==> config.mk <==
export PLATFORM = sky130hd
export DESIGN_NAME = crc32_packet_deframer
export DESIGN_NICKNAME = d
export VERILOG_FILES = /design/src/hdl/cpd_pkg.sv /design/src/hdl/crc32_packet_deframer.sv /design/src/hdl/cpd_crc_byte.sv
export SDC_FILE = /design/constraint.sdc
export NUM_CORES = 1
export LEC_CHECK = 0
export ABC_AREA = 1
export BUFFER_PORTS_ARGS = -buffer_cell sky130_fd_sc_hd__buf_2
export CORE_MARGIN = 2
export CORE_UTILIZATION = 50
export DETAILED_ROUTE_END_ITERATION = 10
export HOLD_SLACK_MARGIN = 0.06
export PLACE_DENSITY = 0.69
export RECOVER_POWER = 50
export SLEW_MARGIN = 10
export SYNTH_ARGS = -nofsm -noshare
export SYNTH_HDL_FRONTEND = slang
export SYNTH_HIERARCHICAL = 1
export SYNTH_SLANG_ARGS = --single-unit
==> constraint.sdc <==
create_clock -name clk -period 5 [get_ports clk]
set_input_delay 0.75 -clock clk [delete_from_list [all_inputs] [get_ports clk]]
set_output_delay 0.75 -clock clk [all_outputs]
set_load 0.02 [all_outputs]
==> src/hdl/cpd_pkg.sv <==
// shared constants and types for the crc-32 packet deframer
// no dependencies; imported by cpd_crc_byte, crc32_packet_deframer and the bench
`default_nettype none

package cpd_pkg;

    // checksum trailer length in bytes, sent least significant byte first
    localparam int CRC_BYTES = 4;

    // reflected crc-32
    localparam logic [31:0] CRC_POLY = 32'hEDB8_8320;
    localparam logic [31:0] CRC_INIT = 32'hFFFF_FFFF;

    // parser phase codes
    localparam logic [2:0] PH_HUNT = 3'd0;
    localparam logic [2:0] PH_TYPE = 3'd1;
    localparam logic [2:0] PH_LEN  = 3'd2;
    localparam logic [2:0] PH_PAY  = 3'd3;
    localparam logic [2:0] PH_CRC  = 3'd4;

    // byte role codes on the result channel
    localparam logic [2:0] ROLE_IDLE     = 3'd0;
    localparam logic [2:0] ROLE_START    = 3'd1;
    localparam logic [2:0] ROLE_TYPE     = 3'd2;
    localparam logic [2:0] ROLE_LENGTH   = 3'd3;
    localparam logic [2:0] ROLE_PAYLOAD  = 3'd4;
    localparam logic [2:0] ROLE_CHECKSUM = 3'd5;

    localparam logic [7:0] START_BYTE_RESET = 8'hAA;

    typedef logic [31:0] crc_t;

endpackage

`default_nettype wire

==> src/hdl/crc32_packet_deframer.sv <==
// top level of the start / type / length / payload / crc-32 frame parser
// depends on cpd_pkg and cpd_crc_byte
`default_nettype none

// usage
//   in channel   : in_valid / in_ready / rx_byte, one received byte per beat
//   out channel  : out_valid / out_ready and the result fields, exactly one
//                  result beat for every input beat, in order
//   cfg channel  : cfg_valid / cfg_ready / cfg_data writes the start byte;
//                  cfg_ready is always high, write only while the block is idle
//   result       : registered, shown in the cycle after its input beat is taken
//   throughput   : one byte per cycle while results drain; the parser state, the
//                  byte-wide crc update and the trailer compare are all
//                  combinational between the accepted beat and the result register
//   stall        : while a result waits with out_ready low, in_ready drops;
//                  in_ready is high whenever the result register is empty or
//                  is being drained in the same cycle
//   reset        : rst_n low clears the result valid flag, returns the parser to
//                  hunting for the start byte and loads the start byte 0xaa
//   bad frames   : payload is streamed, not buffered; a frame always ends with
//                  packet_done, and packet_ok tells whether the crc matched

module crc32_packet_deframer (
    input  wire logic       clk,
    input  wire logic       rst_n,
    // configuration
    input  wire logic       cfg_valid,
    output logic            cfg_ready,
    input  wire logic [7:0] cfg_data,
    // received bytes
    input  wire logic       in_valid,
    output logic            in_ready,
    input  wire logic [7:0] rx_byte,
    // results
    output logic            out_valid,
    input  wire logic       out_ready,
    output logic [2:0]      byte_role,
    output logic [7:0]      data_byte,
    output logic [7:0]      payload_index,
    output logic [7:0]      msg_type,
    output logic [7:0]      msg_length,
    output logic            packet_done,
    output logic            packet_ok
);
    import cpd_pkg::*;

    // parser state
    logic [7:0]  start_byte_reg;
    logic [2:0]  phase_reg,   phase_next;
    logic [7:0]  count_reg,   count_next;
    crc_t        crc_reg,     crc_next;
    logic [7:0]  type_reg,    type_next;
    logic [7:0]  length_reg,  length_next;
    logic [23:0] rx_crc_reg,  rx_crc_next;

    // result register
    logic        out_valid_reg;
    logic [2:0]  role_reg,    role_next;
    logic [7:0]  data_reg;
    logic [7:0]  pidx_reg,    pidx_next;
    logic [7:0]  mtype_reg,   mtype_next;
    logic [7:0]  mlen_reg,    mlen_next;
    logic        done_reg,    done_next;
    logic        ok_reg,      ok_next;

    logic        in_beat;
    crc_t        crc_fed;
    logic [7:0]  count_inc;

    assign cfg_ready = 1'b1;
    assign in_ready  = !out_valid_reg || out_ready;
    assign in_beat   = in_valid && in_ready;
    assign count_inc = count_reg + 8'd1;

    cpd_crc_byte u_crc (
        .crc_in  (crc_reg),
        .data    (rx_byte),
        .crc_out (crc_fed)
    );

    // one pass of the parser per accepted byte
    always_comb
    begin
        phase_next  = phase_reg;
        count_next  = count_reg;
        crc_next    = crc_reg;
        type_next   = type_reg;
        length_next = length_reg;
        rx_crc_next = rx_crc_reg;
        role_next   = ROLE_IDLE;
        pidx_next   = 8'd0;
        mtype_next  = 8'd0;
        mlen_next   = 8'd0;
        done_next   = 1'b0;
        ok_next     = 1'b0;

        unique case (phase_reg)
            PH_TYPE:
            begin
                role_next  = ROLE_TYPE;
                type_next  = rx_byte;
                crc_next   = crc_fed;
                mtype_next = rx_byte;
                phase_next = PH_LEN;
            end
            PH_LEN:
            begin
                role_next   = ROLE_LENGTH;
                length_next = rx_byte;
                crc_next    = crc_fed;
                mtype_next  = type_reg;
                mlen_next   = rx_byte;
                count_next  = 8'd0;
                rx_crc_next = 24'd0;
                // zero length goes straight to the trailer
                phase_next  = (rx_byte != 8'd0) ? PH_PAY : PH_CRC;
            end
            PH_PAY:
            begin
                role_next  = ROLE_PAYLOAD;
                pidx_next  = count_reg;
                crc_next   = crc_fed;
                mtype_next = type_reg;
                mlen_next  = length_reg;
                count_next = count_inc;
                if (count_inc == 8'd0 || count_inc >= length_reg)
                begin
                    count_next = 8'd0;
                    phase_next = PH_CRC;
                end
            end
            PH_CRC:
            begin
                role_next  = ROLE_CHECKSUM;
                mtype_next = type_reg;
                mlen_next  = length_reg;
                if (count_reg >= 8'(CRC_BYTES - 1))
                begin
                    // last trailer byte closes the frame
                    done_next   = 1'b1;
                    ok_next     = ({rx_byte, rx_crc_reg} == crc_reg);
                    phase_next  = PH_HUNT;
                    count_next  = 8'd0;
                    rx_crc_next = 24'd0;
                end
                else
                begin
                    unique case (count_reg[1:0])
                        2'd0:    rx_crc_next[7:0]   = rx_byte;
                        2'd1:    rx_crc_next[15:8]  = rx_byte;
                        default: rx_crc_next[23:16] = rx_byte;
                    endcase
                    count_next = count_inc;
                end
            end
            default:
            begin
                // hunting; unused phase codes land here too
                phase_next = PH_HUNT;
                if (rx_byte == start_byte_reg)
                begin
                    role_next   = ROLE_START;
                    crc_next    = CRC_INIT;
                    type_next   = 8'd0;
                    length_next = 8'd0;
                    count_next  = 8'd0;
                    rx_crc_next = 24'd0;
                    phase_next  = PH_TYPE;
                end
            end
        endcase
    end

    // control state and configuration
    always_ff @(posedge clk or negedge rst_n)
    begin
        if (!rst_n)
        begin
            start_byte_reg <= START_BYTE_RESET;
            phase_reg      <= PH_HUNT;
            count_reg      <= 8'd0;
            crc_reg        <= CRC_INIT;
            type_reg       <= 8'd0;
            length_reg     <= 8'd0;
            rx_crc_reg     <= 24'd0;
            out_valid_reg  <= 1'b0;
        end
        else
        begin
            if (cfg_valid && cfg_ready)
            begin
                start_byte_reg <= cfg_data;
            end
            if (in_beat)
            begin
                phase_reg  <= phase_next;
                count_reg  <= count_next;
                crc_reg    <= crc_next;
                type_reg   <= type_next;
                length_reg <= length_next;
                rx_crc_reg <= rx_crc_next;
            end
            if (in_beat)
            begin
                out_valid_reg <= 1'b1;
            end
            else if (out_ready)
            begin
                out_valid_reg <= 1'b0;
            end
        end
    end

    // result payload, loaded with each accepted beat
    always_ff @(posedge clk)
    begin
        if (in_beat)
        begin
            role_reg  <= role_next;
            data_reg  <= rx_byte;
            pidx_reg  <= pidx_next;
            mtype_reg <= mtype_next;
            mlen_reg  <= mlen_next;
            done_reg  <= done_next;
            ok_reg    <= ok_next;
        end
    end

    assign out_valid     = out_valid_reg;
    assign byte_role     = role_reg;
    assign data_byte     = data_reg;
    assign payload_index = pidx_reg;
    assign msg_type      = mtype_reg;
    assign msg_length    = mlen_reg;
    assign packet_done   = done_reg;
    assign packet_ok     = ok_reg;

endmodule

`default_nettype wire

==> src/hdl/cpd_crc_byte.sv <==
// byte-wide reflected crc-32 update, eight bit steps unrolled
// depends on cpd_pkg
`default_nettype none

module cpd_crc_byte (
    input  wire cpd_pkg::crc_t crc_in,
    input  wire logic [7:0]    data,
    output cpd_pkg::crc_t      crc_out
);
    import cpd_pkg::*;

    always_comb
    begin
        crc_t c;
        c = crc_in ^ {24'd0, data};
        for (int i = 0; i < 8; i++)
        begin
            if (c[0])
            begin
                c = (c >> 1) ^ CRC_POLY;
            end
            else
            begin
                c = c >> 1;
            end
        end
        crc_out = c;
    end

endmodule

`default_nettype wire

==> summary.txt <==
Finish
  – Synth-to-layout area growth: 12.54%
  – Commonest non-fill, non-tap cells in the layout: nand2_1, nor2_1, inv_1, dfrtp_1, buf_2
  – N_diodes: 0
  – Design area: 0.008262 mm^2
  – Post-route insts no fill: 1,120
  – Commonest non-fill, non-tap cell in the layout: nand2_1
  – Largest register FFs: 32
  – Area occupied by multi-input gates: 0.003443 mm^2
  – NumNets Final: 955
  – Reg area: 0.003458 mm^2
  – Filler Cell Count: 1,328
  – Share of cells above drive strength 1: 0.1859

Place
  – Detailed placement HPWL: 12,550 um
  – Dpl ws: 2.091 ns
  – Dpl cells: 1,088
  – Port buffer count: 59
  – Placer Congestion: 0.8792
  – DP Area: 0.007735 mm^2

CTS
  – Post_cts resized: 0
  – H-tree depth: 4
  – Post-CTS Setup Repair Bufs: 0
  – TritonCTS Sinks: 129
  – Worst-skew pair later-pin latency: 0.42 ns
  – TritonCTS clock tree: yes
  – CTS max path bufs: 2
  – Clock-pin slew on the worst setup and hold paths: 0.06 ns
  – CTS Hold Bufs: 0
  – CTS root buf: clkbuf_16
  – Number of buffers created by CTS: 17

Synthesis
  – Mapped cell area: 0.007341 mm^2
  – Mean post-synth cell area: 8.457 um^2
  – Ys flop type: dfrtp_1
  – Syn nets: 900
  – Synth top area share: 0.1909
  – Ranking of synthesized cells by area: dfrtp_1, edfxtp_1, nand2_1
  – Sequential cell area fraction in the yosys report: 0.4711
  – Area leader, netlist: dfrtp_1
  – Flops & latches, synth: 129
  – Yosys cell types: 39
  – Post-Syn Instances: 868
  – YS warnings: 6
  – Post-synth EDFFs: 37
  – Post-synth ARST share: 0.7132

Global routing
  – Total Routing Usage GR: 0.2285
  – First-pass GRT wire length: 27,780 um
  – Vias in the first global route: 5,215
  – Initial antenna violation count: 0
  – Largest net degree at the start of global routing: 64
  – Total grt overflow: 0

Status
  – Failing checks: max-capacitance violations, max-slew violations
  – Status: finished, violations left

Route
  – 1st-iter DRT viols: 432
  – Routed WL: 17,320 um
  – DRC: 0
  – Vias: 5,755
  – WL per Instance: 15.46 um
  – Via-to-Cell Ratio: 5.138
  – Drt pass-1 iters: 5
  – Antenna Nets Post-Route: 0

Die
  – Initial core utilization: 0.5089
  – Core area: 0.01442 mm^2
  – Die height: 125.2 um
  – DIE WIDTH: 125.2 um
  – Die area: 0.01567 mm^2
  – Cell Rows: 44
  – IO Count: 61

STA
  – Worst Skew: 0.006629 ns
  – Min Tclk post-route: 3.575 ns
  – Fin. Hold Viols: 0
  – Final WS setup: 1.425 ns
  – Final setup fails: 0
  – Pins Over Slew Limit: 76
  – Max frequency: 279.7 MHz
  – Worst-Margin Slew: 2.441 ns
  – Slew margin rel.: -0.6272
  – RSZ-0062 raised after global routing: false
  – Share of the clock period used by the worst path: 0.7150
  – Setup TNS: 0 ns

Setup path
  – CP Capture Type: register
  – Required @ worst endpoint: 5.33 ns
  – Crit-path max FO: 44
  – Reg-to-Reg Start: out_valid$_DFFE_PN0P_
  – CP Launch Type: input pin
  – Critical path origin: out_ready
  – CP Data Arrival Time: 3.91 ns
  – R2r endpoint: count_reg[2]$_DFFE_PN0P_
  – CP Class: in2reg
  – R2R Setup Slk: 1.48 ns
  – Worst R2R Path Depth: 6
  – Setup crit end: count_reg[2]$_DFFE_PN0P_

Job
  – Max-capacitance violation count: 2

Worst hold path
  – Worst hold path type: in2async

Pwr
  – Max VDD drop: 0.2979 mV
  – PwrDens: 532.8 mW/mm^2
  – Leak pwr: 0.003771 uW
  – Overall Power: 4402 uW
-- where the power goes --
group | switching, uW | leakage, uW | total (uW) | internal (uW)
Clock | 440 | 0.000273 | 1180 | 739
Combinational | 1090 | 0.00199 | 1650 | 565
Sequential | 193 | 0.00151 | 1570 | 1380
-- worst max-delay path, cell delays in order --
cell,delay [ns]
buf_2,0.07
inv_1,0.03
nand2_1,0.08
nand2_1,0.12
clkinv_1,0.08
clkbuf_1,1.73
nand3_1,0.72
o21ai_0,0.31
-- cells by family after synthesis --
group	Yosys count	synth area share
multiplexers	8	0.01227
AND/OR/NAND/NOR	438	0.2610
AO/OA/AOI/OAI	97	0.07381
buffers and inverters	100	0.05983
XOR/XNOR	84	0.1028
other	1	0.0005108
flip-flops	129	0.4711
adder cells (fa/ha/maj)	11	0.01875
-- Yosys cell counts, types with 2 or more instances --
cell type and number:
nand2_1 263, nor2_1 91, inv_1 68, dfrtp_1 56, xor2_1 42, xnor2_1 41, o21ai_1 39, edfxtp_1 37
dfstp_2 36, nand3_1 25, a21oi_1 22, o21ai_0 22, nand2_2 19, nand4_1 13, ha_1 11, a21oi_2 8
buf_2 8, mux2_2 8, nand2_4 8, nor2_2 6, buf_4 5, clkbuf_1 5, inv_2 5, buf_6 4
clkbuf_2 4, nand3_2 3, nand3_4 3, or2_2 3, a221oi_1 2, nand3b_1 2
-- metrics by stage --
step	hold slack, ns	utilization
after floorplan	0.4534	-
after global placement	0.4667	0.5363
after detailed placement	0.4735	0.5363
after CTS	0.4461	0.5744
after global routing	0.4762	0.5728
final	0.4117	0.5728
-- routing by layer --
| metal | up-vias | routed length (um) | track usage |
|---|---|---|---|
| li1 | 2867 | - | - |
| met1 | 2723 | 8055 | 0.3201 |
| met2 | 139 | 8214 | 0.3587 |
| met3 | 26 | 758 | 0.03979 |
| met4 | 0 | 287 | 0.08431 |
| met5 | - | 0 | 0 |
-- area by class of cell --
class	count	share of cell area
timing repair buffer	62	0.03650
inverter	74	0.03362
clock inverter	8	0.01075
multi-input combinational	639	0.4168
sequential	129	0.4186
tap	184	0.02787
clock buffer	24	0.05588
-- worst min-delay path by stage --
stage,endpoint,slack (ns),cells past startpoint,start
2_1_floorplan,count_reg[0]$_DFFE_PN0P_,0.45,0,rst_n
3_3_place_gp,type_reg[0]$_DFFE_PN0P_,0.47,2,type_reg[0]$_DFFE_PN0P_
3_5_place_dp,type_reg[7]$_DFFE_PN0P_,0.47,2,type_reg[7]$_DFFE_PN0P_
4_1_cts,rx_crc_reg[12]$_DFFE_PN0P_,0.45,1,rst_n
5_1_grt,rx_crc_reg[12]$_DFFE_PN0P_,0.48,1,rst_n
6_report,rx_crc_reg[12]$_DFFE_PN0P_,0.41,1,rst_n
Power figures use the tool's default switching activity.
